[src/hw/rtl/iedf_pkg.sv]
// Shared types, codes and the fixed-length band table of the escape deframer.
`default_nettype none
package iedf_pkg;

  // Result kinds as they appear on the output channel.
  localparam logic [1:0] KIND_PLAIN   = 2'd0;
  localparam logic [1:0] KIND_PAYLOAD = 2'd1;
  localparam logic [1:0] KIND_EMPTY   = 2'd2;
  localparam logic [1:0] KIND_ERROR   = 2'd3;

  // Reset value of the escape byte register.
  localparam logic [7:0] ESC_RESET = 8'd251;

  // One result item as it travels from the front through the queue to the back.
  typedef struct packed {
    logic [1:0] kind;
    logic [7:0] data;
    logic [7:0] msg_type;
    logic       last;
  } iedf_item_t;

  // Queue occupancy seen by the front.
  typedef struct packed {
    logic full;
    logic empty;
  } iedf_qstat_t;

  // Payload length of a fixed-length message, chosen by the type's band of sixteen.
  function automatic logic [15:0] fixed_length(input logic [6:0] t);
    logic [15:0] len;
    case (t[6:4])
      3'd0:    len = 16'd4;
      3'd1:    len = 16'd16;
      3'd2:    len = 16'd64;
      3'd3:    len = 16'd128;
      3'd4:    len = 16'd512;
      3'd5:    len = 16'd1024;
      3'd6:    len = 16'd2048;
      default: len = 16'd4196;
    endcase
    return len;
  endfunction

endpackage
`default_nettype wire

[src/hw/rtl/iedf_front.sv]
// Front end: accepts raw bytes, tracks escape framing and produces result items.
`default_nettype none
module iedf_front (
  input  wire                  clk,
  input  wire                  rst_n,
  input  wire                  cfg_we,
  input  wire  [7:0]           cfg_wdata,
  input  wire                  byte_valid,
  input  wire  [7:0]           byte_in,
  input  wire iedf_pkg::iedf_qstat_t qstat,
  output logic                 byte_ready,
  output logic                 push,
  output iedf_pkg::iedf_item_t push_item
);
  import iedf_pkg::*;

  localparam logic [2:0] PH_IDLE    = 3'd0;
  localparam logic [2:0] PH_ESC     = 3'd1;
  localparam logic [2:0] PH_LEN_HI  = 3'd2;
  localparam logic [2:0] PH_LEN_LO  = 3'd3;
  localparam logic [2:0] PH_PAYLOAD = 3'd4;

  logic [2:0]  phase_r, phase_nxt;
  logic [15:0] left_r, left_nxt;
  logic [7:0]  type_r, type_nxt;
  logic [7:0]  len_hi_r, len_hi_nxt;
  logic        halted_r, halted_nxt;
  logic [7:0]  esc_r;
  logic        accept;
  logic [15:0] left_dec;
  logic [15:0] chan_len;

  // A byte is taken whenever the queue has room; results never wait inside the front.
  assign byte_ready = ~qstat.full;
  assign accept     = byte_valid & byte_ready;
  assign left_dec   = left_r - {15'd0, (left_r != 16'd0)};
  assign chan_len   = {len_hi_r, byte_in};

  // Escape byte register; a write applies from the next byte on.
  always_ff @(posedge clk) begin
    if (!rst_n) begin
      esc_r <= ESC_RESET;
    end else if (cfg_we) begin
      esc_r <= cfg_wdata;
    end
  end

  // Framing state machine, one byte per cycle while the queue has room.
  always_comb begin
    phase_nxt  = phase_r;
    left_nxt   = left_r;
    type_nxt   = type_r;
    len_hi_nxt = len_hi_r;
    halted_nxt = halted_r;
    push       = 1'b0;
    push_item  = '{kind: KIND_PLAIN, data: byte_in, msg_type: 8'd0, last: 1'b0};
    if (accept && !halted_r) begin
      case (phase_r)
        PH_ESC: begin
          if (byte_in == esc_r) begin
            // Doubled escape passes one literal escape byte.
            phase_nxt = PH_IDLE;
            push      = 1'b1;
          end else if (byte_in == 8'd0) begin
            // A zero type is fatal: report once and stop.
            type_nxt   = 8'd0;
            halted_nxt = 1'b1;
            phase_nxt  = PH_IDLE;
            push       = 1'b1;
            push_item  = '{kind: KIND_ERROR, data: 8'd0, msg_type: 8'd0, last: 1'b0};
          end else begin
            type_nxt = byte_in;
            if (byte_in[7]) begin
              phase_nxt = PH_LEN_HI;
            end else begin
              left_nxt  = fixed_length(byte_in[6:0]);
              phase_nxt = PH_PAYLOAD;
            end
          end
        end
        PH_LEN_HI: begin
          len_hi_nxt = byte_in;
          phase_nxt  = PH_LEN_LO;
        end
        PH_LEN_LO: begin
          left_nxt = chan_len;
          if (chan_len == 16'd0) begin
            phase_nxt = PH_IDLE;
            push      = 1'b1;
            push_item = '{kind: KIND_EMPTY, data: 8'd0, msg_type: type_r, last: 1'b1};
          end else begin
            phase_nxt = PH_PAYLOAD;
          end
        end
        PH_PAYLOAD: begin
          // Payload bytes are passed as they are, escape bytes included.
          left_nxt  = left_dec;
          push      = 1'b1;
          push_item = '{kind: KIND_PAYLOAD, data: byte_in, msg_type: type_r,
                        last: (left_dec == 16'd0)};
          if (left_dec == 16'd0) begin
            phase_nxt = PH_IDLE;
          end
        end
        default: begin
          phase_nxt = PH_IDLE;
          if (byte_in == esc_r) begin
            type_nxt  = 8'd0;
            phase_nxt = PH_ESC;
          end else begin
            push = 1'b1;
          end
        end
      endcase
    end
  end

  always_ff @(posedge clk) begin
    if (!rst_n) begin
      phase_r  <= PH_IDLE;
      left_r   <= 16'd0;
      type_r   <= 8'd0;
      len_hi_r <= 8'd0;
      halted_r <= 1'b0;
    end else begin
      phase_r  <= phase_nxt;
      left_r   <= left_nxt;
      type_r   <= type_nxt;
      len_hi_r <= len_hi_nxt;
      halted_r <= halted_nxt;
    end
  end

endmodule
`default_nettype wire

[src/hw/rtl/iedf_queue.sv]
// Short result queue that decouples the front end from the output stage.
`default_nettype none
module iedf_queue #(
  parameter int DEPTH = 2
) (
  input  wire                   clk,
  input  wire                   rst_n,
  input  wire                   push,
  input  wire iedf_pkg::iedf_item_t push_item,
  input  wire                   pop,
  output iedf_pkg::iedf_item_t  pop_item,
  output iedf_pkg::iedf_qstat_t qstat
);
  import iedf_pkg::*;

  localparam int AW = (DEPTH > 1) ? $clog2(DEPTH) : 1;
  localparam int CW = $clog2(DEPTH + 1);

  iedf_item_t   slot_r [DEPTH];
  logic [AW-1:0] wr_ptr_r, wr_ptr_nxt;
  logic [AW-1:0] rd_ptr_r, rd_ptr_nxt;
  logic [CW-1:0] count_r, count_nxt;
  logic          do_push;
  logic          do_pop;

  assign qstat.full  = (count_r == CW'(DEPTH));
  assign qstat.empty = (count_r == '0);
  assign do_push     = push & ~qstat.full;
  assign do_pop      = pop & ~qstat.empty;
  assign pop_item    = slot_r[rd_ptr_r];

  // Pointer and occupancy bookkeeping.
  always_comb begin
    wr_ptr_nxt = wr_ptr_r;
    rd_ptr_nxt = rd_ptr_r;
    count_nxt  = count_r;
    if (do_push) begin
      wr_ptr_nxt = (wr_ptr_r == AW'(DEPTH - 1)) ? '0 : wr_ptr_r + 1'b1;
    end
    if (do_pop) begin
      rd_ptr_nxt = (rd_ptr_r == AW'(DEPTH - 1)) ? '0 : rd_ptr_r + 1'b1;
    end
    if (do_push && !do_pop) begin
      count_nxt = count_r + 1'b1;
    end else if (do_pop && !do_push) begin
      count_nxt = count_r - 1'b1;
    end
  end

  always_ff @(posedge clk) begin
    if (!rst_n) begin
      wr_ptr_r <= '0;
      rd_ptr_r <= '0;
      count_r  <= '0;
    end else begin
      wr_ptr_r <= wr_ptr_nxt;
      rd_ptr_r <= rd_ptr_nxt;
      count_r  <= count_nxt;
    end
  end

  // Storage slots hold whole result items: kind, data, message type and last flag.
  always_ff @(posedge clk) begin
    if (do_push) begin
      slot_r[wr_ptr_r] <= push_item;
    end
  end

endmodule
`default_nettype wire

[src/hw/rtl/iedf_back.sv]
// Output stage: holds one result beat and formats it for the output channel.
`default_nettype none
module iedf_back (
  input  wire                  clk,
  input  wire                  rst_n,
  input  wire                  q_empty,
  input  wire iedf_pkg::iedf_item_t q_item,
  output logic                 q_pop,
  input  wire                  out_tready,
  output logic                 out_tvalid,
  output logic [23:0]          out_tdata,
  output logic [2:0]           out_tuser,
  output logic                 out_tlast
);
  import iedf_pkg::*;

  logic       valid_r, valid_nxt;
  iedf_item_t item_r;

  // Refill the stage when it is empty or its beat leaves this cycle.
  assign q_pop = ~q_empty & (~valid_r | out_tready);

  always_comb begin
    valid_nxt = valid_r;
    if (q_pop) begin
      valid_nxt = 1'b1;
    end else if (out_tready) begin
      valid_nxt = 1'b0;
    end
  end

  always_ff @(posedge clk) begin
    if (!rst_n) begin
      valid_r <= 1'b0;
    end else begin
      valid_r <= valid_nxt;
    end
  end

  always_ff @(posedge clk) begin
    if (q_pop) begin
      item_r <= q_item;
    end
  end

  // Message number and channel flag are split from the raw type byte.
  assign out_tvalid = valid_r;
  assign out_tdata  = {1'b0, item_r.msg_type[6:0], item_r.msg_type, item_r.data};
  assign out_tuser  = {item_r.msg_type[7], item_r.kind};
  assign out_tlast  = item_r.last;

endmodule
`default_nettype wire

[src/hw/rtl/inband_escape_deframer_unit.sv]
// Top level of the in-band escape deframer: front end, result queue and output stage.
//
// The block takes one received byte per beat and sorts plain bytes from escape-framed
// messages. It accepts a byte in every cycle as long as the result queue has room, and
// its front end frames it in the cycle it is accepted; the result passes through a queue
// slot and the output register, so a continuous stream runs at one byte per cycle unless
// the output stalls. Escape opening, nonzero type and high length bytes give no output
// beat; a zero channel length gives one empty-message beat. After a zero type byte one
// error beat is sent and every later byte is taken and dropped until reset. The escape
// byte register resets to 251 and is to be written only while no message is in flight.
`default_nettype none
module inband_escape_deframer_unit #(
  parameter int QUEUE_DEPTH = 2
) (
  input  wire         clk,
  input  wire         rst_n,
  // Escape byte register write.
  input  wire         cfg_we,
  input  wire  [7:0]  cfg_wdata,
  // Input beats.
  input  wire         in_tvalid,
  output logic        in_tready,
  input  wire  [7:0]  in_tdata,    // [7:0] in_byte
  // Result beats.
  output logic        out_tvalid,
  input  wire         out_tready,
  output logic [23:0] out_tdata,   // [7:0] out_byte, [15:8] msg_type, [22:16] msg_number
  output logic [2:0]  out_tuser,   // [1:0] out_kind, [2] is_channel
  output logic        out_tlast    // is_last
);
  import iedf_pkg::*;

  logic        push;
  iedf_item_t  push_item;
  iedf_item_t  pop_item;
  iedf_qstat_t qstat;
  logic        pop;

  iedf_front u_front (
    .clk       (clk),
    .rst_n     (rst_n),
    .cfg_we    (cfg_we),
    .cfg_wdata (cfg_wdata),
    .byte_valid(in_tvalid),
    .byte_in   (in_tdata),
    .qstat     (qstat),
    .byte_ready(in_tready),
    .push      (push),
    .push_item (push_item)
  );

  iedf_queue #(
    .DEPTH(QUEUE_DEPTH)
  ) u_queue (
    .clk      (clk),
    .rst_n    (rst_n),
    .push     (push),
    .push_item(push_item),
    .pop      (pop),
    .pop_item (pop_item),
    .qstat    (qstat)
  );

  iedf_back u_back (
    .clk       (clk),
    .rst_n     (rst_n),
    .q_empty   (qstat.empty),
    .q_item    (pop_item),
    .q_pop     (pop),
    .out_tready(out_tready),
    .out_tvalid(out_tvalid),
    .out_tdata (out_tdata),
    .out_tuser (out_tuser),
    .out_tlast (out_tlast)
  );

  // Plain bytes carry no message tag and never close a message.
  a_plain_untagged: assert property (@(posedge clk) disable iff (!rst_n)
    out_tvalid && out_tuser[1:0] == KIND_PLAIN |-> !out_tlast && out_tdata[23:8] == 16'd0
    && !out_tuser[2])
    else $error("plain byte beat carries a message tag");

  // An empty-message beat closes a channel message and has no data byte.
  a_empty_last: assert property (@(posedge clk) disable iff (!rst_n)
    out_tvalid && out_tuser[1:0] == KIND_EMPTY |-> out_tlast && out_tuser[2]
    && out_tdata[7:0] == 8'd0)
    else $error("empty message beat is malformed");

  // The error beat is all zeros apart from its kind.
  a_error_zero: assert property (@(posedge clk) disable iff (!rst_n)
    out_tvalid && out_tuser[1:0] == KIND_ERROR |-> !out_tlast && out_tdata == 24'd0
    && !out_tuser[2])
    else $error("protocol error beat is not cleared");

  // A full queue must hold off the input side.
  a_full_stalls: assert property (@(posedge clk) disable iff (!rst_n)
    qstat.full |-> !in_tready)
    else $error("input taken while the result queue is full");

endmodule
`default_nettype wire

[config.mk]
export PLATFORM = sky130hd
export DESIGN_NAME = inband_escape_deframer_unit
export DESIGN_NICKNAME = d
export VERILOG_FILES = /design/src/hw/rtl/iedf_pkg.sv /design/src/hw/rtl/iedf_front.sv /design/src/hw/rtl/iedf_queue.sv /design/src/hw/rtl/iedf_back.sv /design/src/hw/rtl/inband_escape_deframer_unit.sv
export SDC_FILE = /design/constraint.sdc
export NUM_CORES = 1
export LEC_CHECK = 0
export BUFFER_PORTS_ARGS = -buffer_cell sky130_fd_sc_hd__buf_2
export CORE_AREA = 3 3 138 114
export DETAILED_ROUTE_END_ITERATION = 16
export DIE_AREA = 0 0 141 117
export PLACE_DENSITY = 0.5
export SETUP_SLACK_MARGIN = 0.02
export SYNTH_ARGS = -nofsm -noshare
export SYNTH_HDL_FRONTEND = slang
export SYNTH_SLANG_ARGS = --single-unit
[constraint.sdc]
create_clock -name clk -period 3.4 [get_ports clk]
set_input_delay 0.17 -clock clk [delete_from_list [all_inputs] [get_ports clk]]
set_output_delay 0.17 -clock clk [all_outputs]
set_load 0.01 [all_outputs]
==> summary.md, run 1 <==
| Metric | Value |
|---|---|
| Pre-Repair DR Iteration Count | 4 |
| RSZ-0062 raised after global routing | no |
| Top-Level Pins | 51 |
| Total power | 3.35 mW |
| Pwr/cell area | 590 nW/um^2 |
| Cell area after synthesis | 5020 um^2 |
| Post-DP HPWL | 7.92 mm |
| Slew HR | 0.337 |
| Row cnt | 39 |
| Largest stage delay, worst path | 0.68 ns |
| P&R area growth vs syn | 13.0% |
| Placer Congestion | 0.856 |
| Share of layout cells above drive strength 1 | 0.209 |
| Register area share after synthesis | 0.536 |
| Fmax | 329 MHz |
| CP Capture Type | flip-flop |
| PortBufs | 49 |
| CTS Buf Count | 9 |
| Detailed Route WL | 11.5 mm |
| Synth Instances | 481 |
| Clk slew on worst S/H paths | 0.07 ns |
| Leading area contributor after synthesis | edfxtp_1 |
| Setup CP Type | reg -> reg |
| Status | completed |
| Largest net degree at the start of global routing | 33 |
| DR WL/cell | 16.5 um |
| Vias in the first global route | 3,451 |
| Met3 layer usage reported by global route | 0.0382 |
| Syn_nets | 507 |
| Diode count | 0 |
| 1st-iter DRT viols | 235 |
| LEAKAGE | 2.08 nW |
| WP data required | 3.50 ns |
| CTS Sinks | 106 |
| Synth Area per Inst | 10.4 um^2 |
| Initial antenna violation count | 0 |
| Final setup viols | 0 |
| Grt total ovfl | 0 |
| HP Class | in -> reg |
| Netlist cell types | 61 |
| Met2 usage | 0.218 |
| Worst EP arrival | 3.14 ns |
| Clk root buf | clkbuf_16 |
| Top delay family on crit path | simple AND/OR/NAND/NOR gates |
| Crit-path cells | or3_1 -> nor4b_1 -> nand3_1 -> ha_1 -> ha_1 -> or4b_2 -> nand3b_1 -> o21ai_0 -> a22oi_1 -> o31ai_1 -> and2_1 |
| Die area | 16,500 um^2 |
| Final min period | 3.04 ns |
| Startpoint Class | flip-flop |
| Final max-slew violation count | 0 |
| Die W | 141 um |
| Cell area after placement | 5390 um^2 |
| Htree depth | 3 |
| # DRC | 0 |
| Yosys warnings | 0 |
| Worst path slowest cell | or4b_2 |
| Final Hold Viols | 0 |
| Post-DRT Antenna Nets | 0 |
| CTS tree | done |
| Tcrit/Tclk final | 0.894 |
| CTS Buffer Depth | 2 |
| Ys async rst share | 0 |
| Crit Path Max Fanout | 9 |
| Skew-Pair Late Insertion Delay | 0.35 ns |
| Cell area after layout | 5680 um^2 |
| Post-CTS Setup Repair Bufs | 0 |
| Initial Util | 0.351 |
| Post-synth top flop | edfxtp_1 |
| FF+latch count, synth | 106 |
| Fill cells | 1,393 |
| Via count | 3,561 |
| Max Cap Viol | 0 |
| Total global-route track usage | 0.143 |
| Total core area | 14,300 um^2 |
| Worst path bufs/invs | 0 |
| Average via count per standard cell | 5.12 |
| Count leader, synth | edfxtp_1 |
| Worst hold start | cfg_wdata[5] |
| Met1 Track Usage GR | 0.202 |
| Worst slew pin tran | 0.994 ns |
| Post_cts resized | 0 |
| Top post-synthesis cells by count | edfxtp_1, dfxtp_1, nand2_1, nor2_1, clkbuf_1 |
| CTS Hold Bufs | 0 |
| Worst clock skew | 0.00914 ns |
| Crit path from | u_front.left_r[9]$_SDFFE_PN0P_ |
| R2R Path Start | u_front.left_r[9]$_SDFFE_PN0P_ |
| Sum of negative setup slack | 0 ns |
| Die Y | 117 um |
| Most used cell, CP | ha_1 |
| GR peak layer | met2 |
| Top cell type's share of synthesized area | 0.341 |
| Largest cells by area after synthesis | edfxtp_1, dfxtp_1, mux2_2 |
| First-pass GRT wire length | 18.5 mm |
| Post-synth EDFFs | 57 |
| Nets | 533 |
| Maximum VDD drop | 351 uV |
kinds of logic (layout without fill, tap and decap cells):
group                      Yosys count  count (layout)  synth area share
and+or+nand+nor                    179             179             0.187
muxes                               35              35            0.0745
adders and majority gates            6               6            0.0144
xor gates and xnor gates            18              18            0.0314
AOI/OAI and AO/OA                   83              83             0.108
DFF                                106             106             0.536
other                                1               1          0.000746
buffers and inverters               53              84            0.0476
worst min-delay path: stages:
cell     delay (ns)
buf_2          0.07
mux2i_1        0.05
nand2_1        0.06
state kept, by name (all words and copies together), names as in the netlist:
register / cells
u_queue.wr_ptr_r: 1
u_back.out_tvalid: 1
u_back.out_tuser: 2
u_queue.rd_ptr_r: 1
u_front.esc_r: 8
u_front.left_r: 16
u_back.out_tlast: 1
u_front.type_r: 8
u_queue.slot_r: 38
u_front.phase_r: 3
u_back.out_tdata: 16
u_queue.count_r: 2
u_front.len_hi_r: 8
u_front.halted_r: 1
area by class of cell:
type                    instances  area (um^2)  area share
clock inverters                 3         25.0     0.00441
multi-input cells             322         2100       0.369
clock buffers                  13          262      0.0460
inverters                       7         26.3     0.00463
flip-flops and latches        106         2690       0.474
well taps                     184          230      0.0405
repair buffers                 61          348      0.0612
report_power, final:
part | switching (mW) | total, mW | leakage (nW) | internal (mW)
sequential | 0.0954 | 1.70 | 0.942 | 1.61
combinational | 0.359 | 0.644 | 0.999 | 0.285
clock | 0.459 | 1.00 | 0.135 | 0.545
cell usage in the layout, fill, tap and decap left out, drive strengths merged, types with 16 or more instances in the layout:
cell,instances
a21oi,25
buf,61
dfxtp,49
edfxtp,57
mux2,19
mux2i,16
nand2,47
nand3,16
nor2,45
o21ai,25
stage by stage:
step	worst slack (ns)	hold WS, ns	instances	util
2_1_floorplan	0.536	0.299	481	-
3_3_place_gp	0.421	0.386	680	0.377
3_5_place_dp	0.380	0.393	680	0.377
4_1_cts	0.371	0.0213	696	0.397
5_1_grt	0.0921	0.0338	696	0.397
6_report	0.361	0.0359	696	0.397
worst paths after layout:
| kind | to | slack, ns | cells past startpoint |
|---|---|---|---|
| setup reg to reg | u_queue.slot_r[1][0]$_DFFE_PP_ | 0.36 | 11 |
| hold reg to reg | u_front.type_r[2]$_SDFFE_PN0P_ | 0.45 | 2 |
| setup / recovery | u_queue.slot_r[1][0]$_DFFE_PP_ | 0.36 | 11 |
| hold / removal | u_front.esc_r[5]$_SDFFE_PN1P_ | 0.04 | 3 |
metal layers:
| layer | vias up | part of all wire |
|---|---|---|
| met5 | - | 0 |
| met4 | 0 | 0.012 |
| met3 | 9 | 0.058 |
| met2 | 95 | 0.43 |
| met1 | 1686 | 0.50 |
| li1 | 1771 | - |
Note: power is estimated with default switching activity, not from simulation.
==> run 2, diff against run 1 <==
--- a/config.mk
+++ b/config.mk
@@ -8,4 +8,5 @@
 export BUFFER_PORTS_ARGS = -buffer_cell sky130_fd_sc_hd__buf_2
 export CORE_AREA = 3 3 138 114
+export CTS_BUF_LIST = sky130_fd_sc_hd__clkbuf_4 sky130_fd_sc_hd__clkbuf_8
 export DETAILED_ROUTE_END_ITERATION = 16
 export DIE_AREA = 0 0 141 117
==> constraint.sdc (replaced) <==
create_clock -name clk -period 3.4 [get_ports clk]
set_input_delay 0 -clock clk [delete_from_list [all_inputs] [get_ports clk]]
set_output_delay 0 -clock clk [all_outputs]
set_load 0.01 [all_outputs]
==> summary.md, run 2 (synthesis gave the netlist of run 1 again) <==
| Metric | Value |
|---|---|
| Reg with most FFs | u_queue.slot_r |
| Final min period | 3.05 ns (+0.00639 ns) |
| CP Capture Type | flip-flop |
| Die W | 141 um (unchanged) |
| CTS Buffer Depth | 2 (unchanged) |
| HP Class | in -> reg |
| Core Util, Final | 0.407 (+0.00945) |
| Most used cell, CP | ha_1 |
| Worst EP arrival | 3.18 ns (+0.04 ns) |
| Crit Path Max Fanout | 9 (unchanged) |
| Final setup viols | 0 (unchanged) |
| Average via count per standard cell | 5.11 (about the same) |
| Total global-route track usage | 0.147 (+0.00413) |
| Top-Level Pins | 51 (unchanged) |
| Skew-Pair Late Insertion Delay | 0.38 ns (+0.03 ns) |
| Post-DP HPWL | 7.92 mm (unchanged) |
| Cell area after layout | 5810 um^2 (+2.4%) |
| Non-Filler Instances | 718 (+3.2%) |
| WP data required | 3.54 ns (+0.04 ns) |
| CTS Sinks | 106 (unchanged) |
| Crit-path cells | or3_1 -> nor4b_1 -> nand3_1 -> ha_1 -> ha_1 -> or4b_2 -> nand3b_1 -> o21ai_0 -> a22oi_1 -> o31ai_1 -> and2_1 |
| Row cnt | 39 (unchanged) |
| Cell area after placement | 5390 um^2 (unchanged) |
| # DRC | 0 (unchanged) |
| Startpoint Class | flip-flop |
| Status | completed |
| Pwr/cell area | 543 nW/um^2 (-7.9%) |
| Nets | 555 (+4.1%) |
| Commonest non-fill, non-tap cell in the layout | edfxtp_1 |
| RSZ-0062 raised after global routing | no |
| Crit path from | u_front.left_r[9]$_SDFFE_PN0P_ |
| Worst clock skew | 0.0118 ns (+0.00271 ns) |
| Largest register FFs | 38 (unchanged) |
| WP depth | 11 (unchanged) |
| CTS tree | done |
| Total power | 3.16 mW (-5.8%) |
| Fmax | 328 MHz (-0.21%) |
| Total core area | 14,300 um^2 (unchanged) |
| Setup CP Type | reg -> reg |
| Tcrit/Tclk final | 0.896 (+0.00188) |
| First-pass GRT wire length | 19.0 mm (+2.7%) |
| Final Hold Viols | 0 (unchanged) |
| Setup WS post-layout | 0.354 ns (-0.00639 ns) |
| Hold_ws | 0.0342 ns (-0.00171 ns) |
| Htree depth | 3 (unchanged) |
| Final max-slew violation count | 0 (unchanged) |
| Top delay family on crit path | simple AND/OR/NAND/NOR gates |
| 1st-iter DRT viols | 232 (-1.3%) |
| PortBufs | 49 (unchanged) |
| Initial antenna violation count | 0 (unchanged) |
| Worst slew pin tran | 0.976 ns (-0.0177 ns) |
| CTS Buf Count | 9 (unchanged) |
| Share of layout cells above drive strength 1 | 0.206 (-0.00299) |
| Pre-Repair DR Iteration Count | 5 (+1) |
| Maximum VDD drop | 336 uV (-4.3%) |
| DR WL/cell | 16.2 um (-1.6%) |
| Via count | 3,671 (+3.1%) |
| Placer Congestion | 0.856 (unchanged) |
| Largest stage delay, worst path | 0.68 ns (about the same) |
| R2R cell count | 11 (unchanged) |
| Clk slew on worst S/H paths | 0.10 ns (+0.03 ns) |
| Post-DRT Antenna Nets | 0 (unchanged) |
| Worst hold start | in_tdata[6] |
| Highest-count cells in the layout ignoring fill and taps | edfxtp_1, buf_2, dfxtp_1 |
| Die Y | 117 um (unchanged) |
| P&R area growth vs syn | 15.7% |
| Detailed Route WL | 11.6 mm (+1.5%) |
| Slew HR | 0.348 (+0.0118) |
| Diode count | 0 (unchanged) |
| Place WS | 0.380 ns (unchanged) |
| Largest net degree at the start of global routing | 33 (unchanged) |
| Placed cells | 680 (unchanged) |
| Worst path bufs/invs | 0 (unchanged) |
| Clk root buf | clkbuf_8 |
| Initial Util | 0.351 (unchanged) |
| Hold path depth | 1 (-2) |
| Vias in the first global route | 3,551 (+2.9%) |
| Die area | 16,500 um^2 (unchanged) |
| Worst path slowest cell | or4b_2 |
| Post-CTS Setup Repair Bufs | 0 (unchanged) |
| Sum of negative setup slack | 0 ns (unchanged) |
| LEAKAGE | 2.12 nW (+2.2%) |
| R2R Path Start | u_front.left_r[9]$_SDFFE_PN0P_ |
| Grt total ovfl | 0 (unchanged) |
| Max Cap Viol | 0 (unchanged) |
-- run 2: changes by cell type in the layout (fill, tap and decap cells not counted) --
cell,previous run,this run
clkbuf_1,3,0
clkbuf_8,0,9
dlygate4sd3_1,0,22
bufinv_16,0,1
clkbuf_16,10,0
clkbuf_4,0,3
-- run 2: where the power goes --
group / total [mW] / internal [mW] / leakage [nW] / switching (mW)
logic: 0.666 / 0.302 / 1.08 / 0.364
registers: 1.70 / 1.61 / 0.942 / 0.0950
clock network: 0.791 / 0.368 / 0.101 / 0.423
-- run 2: worst register-to-register path: stages (launching register included) --
cell	delay [ns]
dfxtp_1	0.49
or3_1	0.23
nor4b_1	0.08
nand3_1	0.10
ha_1	0.25
ha_1	0.27
or4b_2	0.68
nand3b_1	0.12
o21ai_0	0.07
a22oi_1	0.24
o31ai_1	0.10
and2_1	0.17
-- run 2: cell type report --
cell class,count,area [um^2]
clock buffer,12,146
fill,1391,8480
inverter,7,26.3
multi-input combinational,322,2100
clock inverter,4,55.1
timing repair buffer,83,568
tap,184,230
sequential,106,2690
-- run 2: metal layers --
| metal | track usage | share of wire |
|---|---|---|
| met5 | 0 | 0 |
| met1 | 0.205 | 0.49 |
| met3 | 0.0374 | 0.053 |
| met4 | 0.0445 | 0.015 |
| met2 | 0.228 | 0.44 |
-- run 2: repair_timing --
item / CTS / global route
hold buffers: 22 / 0
gates resized for setup: 0 / 0
hold endpoints to repair: 24 / 0
-- run 2: path summary, 6_finish.rpt --
check	end	slack, ns
worst max-delay path	u_queue.slot_r[1][0]$_DFFE_PP_	0.35
worst min-delay path	u_queue.slot_r[1][15]$_DFFE_PP_	0.03
worst max register to register	u_queue.slot_r[1][0]$_DFFE_PP_	0.35
worst min register to register	u_front.type_r[2]$_SDFFE_PN0P_	0.45
==> run 3, diff against run 2 <==
- ABC_AREA: unset -> 1
- CORE_AREA: 3 3 138 114 -> 3 3 141 115
- DIE_AREA: 0 0 141 117 -> 0 0 144 118
- GPL_ROUTABILITY_DRIVEN: unset -> 0
- SYNTH_HIERARCHICAL: unset -> 1
==> summary.md, run 3 <==
| Metric | Value |
|---|---|
| Largest cells by area after synthesis | edfxtp_1, dfxtp_1, nand2_1 |
| Placed cells | 797 (+17%) |
| Met2 usage | 0.222 (-0.00561) |
| Skew-Pair Late Insertion Delay | 0.39 ns (about the same) |
| Fmax | 350 MHz (+6.7%) |
| Non-Filler Instances | 838 (+17%) |
| 1st-iter DRT viols | 412 (+78%) |
| R2R Path Start | u_front/left_r[4]$_SDFFE_PN0P_ |
| Highest-count cells in the layout ignoring fill and taps | nand2_1, nor2_1, edfxtp_1 |
| Top delay family on crit path | simple AND/OR/NAND/NOR gates |
| Largest stage delay, worst path | 0.36 ns (-0.32 ns) |
| Post-synth EDFFs | 57 (unchanged) |
| First-pass GRT wire length | 20.1 mm (+5.8%) |
| Via count | 4,129 (+12%) |
| Register area share after synthesis | 0.522 (-0.0136) |
| Core Util, Final | 0.397 (-0.00934) |
| Met3 layer usage reported by global route | 0.0422 (+0.00487) |
| Row cnt | 40 (+2.6%) |
| Synth Area per Inst | 8.80 um^2 (-16%) |
| Count leader, synth | nand2_1 |
| Worst path slowest cell | dfxtp_1 |
| Post-synth top flop | edfxtp_1 |
| Worst hold start | cfg_we |
| Top post-synthesis cells by count | nand2_1, nor2_1, edfxtp_1, inv_1, dfxtp_1 |
| DR WL/cell | 14.8 um (-8.8%) |
| Total global-route track usage | 0.150 (+0.00328) |
| Crit Path Max Fanout | 6 (-3) |
| # DRC | 0 (unchanged) |
| P&R area growth vs syn | 14.5% |
| Final Hold Viols | 0 (unchanged) |
| Status | completed |
| Ys async rst share | 0 (unchanged) |
| CTS tree | done |
| Fill cells | 1,469 (+5.6%) |
| Most used cell, CP | nand2_1 |
| Total core area | 15,000 um^2 (+4.7%) |
| Average via count per standard cell | 4.93 (-3.6%) |
| Slew HR | 0.257 (-0.0911) |
| Clk root buf | clkbuf_8 |
| Max Cap Viol | 0 (unchanged) |
| Die area | 17,000 um^2 (+3.0%) |
| Yosys warnings | 6 (+6) |
| Crit path from | u_front/left_r[4]$_SDFFE_PN0P_ |
| Startpoint Class | flip-flop |
| HP Class | in -> reg |
| Pre-Repair DR Iteration Count | 5 (unchanged) |
| Die Y | 118 um (+0.85%) |
| Maximum VDD drop | 231 uV (-31%) |
| Cell area after synthesis | 5190 um^2 (+3.4%) |
| Largest register FFs | 38 (unchanged) |
| Top-Level Pins | 51 (unchanged) |
| Worst slew pin tran | 1.11 ns (+0.136 ns) |
| Initial antenna violation count | 0 (unchanged) |
| Largest net degree at the start of global routing | 38 (+15%) |
| Nets | 668 (+20%) |
| FF+latch count, synth | 107 (+0.94%) |
| Leading area contributor after synthesis | edfxtp_1 |
| Worst path bufs/invs | 0 (unchanged) |
| CTS Buf Count | 9 (unchanged) |
| Worst EP arrival | 3.19 ns (about the same) |
| Grt total ovfl | 0 (unchanged) |
| Worst clock skew | 0.0170 ns (+0.00515 ns) |
| WP data required | 3.73 ns (+0.19 ns) |
| R2r setup slk | 0.55 ns (+0.19 ns) |
| Final min period | 2.85 ns (-0.192 ns) |
| PortBufs | 49 (unchanged) |
| Die W | 144 um (+2.1%) |
| Commonest non-fill, non-tap cell in the layout | nand2_1 |
| Total power | 5.01 mW (+59%) |
| Htree depth | 3 (unchanged) |
| Netlist cell types | 43 (-30%) |
| Top cell type's share of synthesized area | 0.330 (-0.0111) |
| CP Capture Type | flip-flop |
| Final setup viols | 0 (unchanged) |
| CTS Buffer Depth | 2 (unchanged) |
| Met1 Track Usage GR | 0.211 (+0.00591) |
| Post-DP HPWL | 8.77 mm (+11%) |
| Post-DRT Antenna Nets | 0 (unchanged) |
| Detailed Route WL | 12.4 mm (+6.4%) |
| Tcrit/Tclk final | 0.839 (-0.0563) |
| Pwr/cell area | 843 nW/um^2 (+55%) |
| Share of layout cells above drive strength 1 | 0.182 (-0.0242) |
| Setup CP Type | reg -> reg |
| RSZ-0062 raised after global routing | no |
| Final max-slew violation count | 0 (unchanged) |
| GR peak layer | met2 |
| Sum of negative setup slack | 0 ns (unchanged) |
| Initial Util | 0.347 (-0.00437) |
| CTS Sinks | 107 (+0.94%) |
| Reg with most FFs | u_queue/slot_r |
| Vias in the first global route | 3,967 (+12%) |
| Hold_ws | 0.0990 ns (+0.0648 ns) |
| Crit-path cells | nor2_1 -> nand2_1 -> nor3_1 -> nand4_1 -> ha_1 -> ha_1 -> nand2_1 -> nor2_1 -> nand2_1 -> nand2_1 -> nor2_1 -> nand2_1 -> nor2_1 -> nand2_1 -> nor2_1 -> nand3_1 -> nand3_1 -> nand2_1 -> nor2_1 |
| Diode count | 0 (unchanged) |
| LEAKAGE | 2.46 nW (+16%) |
| Synth Instances | 590 (+23%) |
| Clk slew on worst S/H paths | 0.10 ns (about the same) |
| Syn_nets | 614 (+21%) |
## run 3: layer usage
metal / vias up / routed length [um]
met5: - / 0
met4: 0 / 216
met3: 18 / 859
met2: 171 / 5260
met1: 1890 / 6050
li1: 2050 / -
## run 3: cell families (layout without fill, tap and decap cells)
kind of cell	count (synthesis)	after routing	synth area share
AOI/OAI and AO/OA	88	88	0.101
xor gates and xnor gates	9	9	0.0152
adders and majority gates	3	3	0.00723
buffers and inverters	97	156	0.0865
DFF	107	107	0.522
muxes	19	19	0.0484
other	1	1	0.000722
and+or+nand+nor	266	266	0.218
## run 3: final cells by class
| type | count | area, um^2 | area share |
|---|---|---|---|
| Clock buffer | 10 | 131 | 0.0221 |
| Clock inverter | 6 | 71.3 | 0.0120 |
| Inverter | 62 | 233 | 0.0391 |
| Multi-Input combinational cell | 386 | 2040 | 0.342 |
| Sequential cell | 107 | 2710 | 0.456 |
| Tap cell | 189 | 236 | 0.0398 |
| Timing Repair Buffer | 78 | 526 | 0.0884 |
## run 3: power breakdown
group | switching (mW) | internal (mW) | total, mW | leakage [nW]
sequential | 0.190 | 1.76 | 1.95 | 0.948
clock | 0.459 | 0.358 | 0.817 | 0.103
combinational | 1.42 | 0.817 | 2.24 | 1.41
total | 2.07 | 2.94 | 5.01 | 2.46
## run 3: worst min-delay path, stage by stage
cell,delay [ns]
buf_2,0.15
inv_1,0.14
nand2_1,0.08
nand3_1,0.06
## run 3: what timing repair did
| item | in CTS | in global routing |
|---|---|---|
| resized for setup | 0 | 0 |
| buffers inserted | 0 | 0 |
| hold buffers | 25 | 0 |
| endpoints found under the hold margin | 26 | 0 |
## run 3: metrics by stage
step | area [um^2] | setup slack, ns
2_1_floorplan | 5190 | 0.813
3_3_place_gp | 5490 | 0.763
3_5_place_dp | 5490 | 0.653
4_1_cts | 5950 | 0.632
5_1_grt | 5950 | 0.242
6_report | 5950 | 0.546
## run 3: final timing paths
check	to	cells after the start
worst max-delay path	u_front/phase_r[1]$_SDFFE_PN0P_	19
worst max register to register	u_front/phase_r[1]$_SDFFE_PN0P_	19
worst min-delay path	u_front/esc_r[6]$_SDFFE_PN1P_	4
worst min register to register	u_front/halted_r$_SDFFE_PN0P_	2
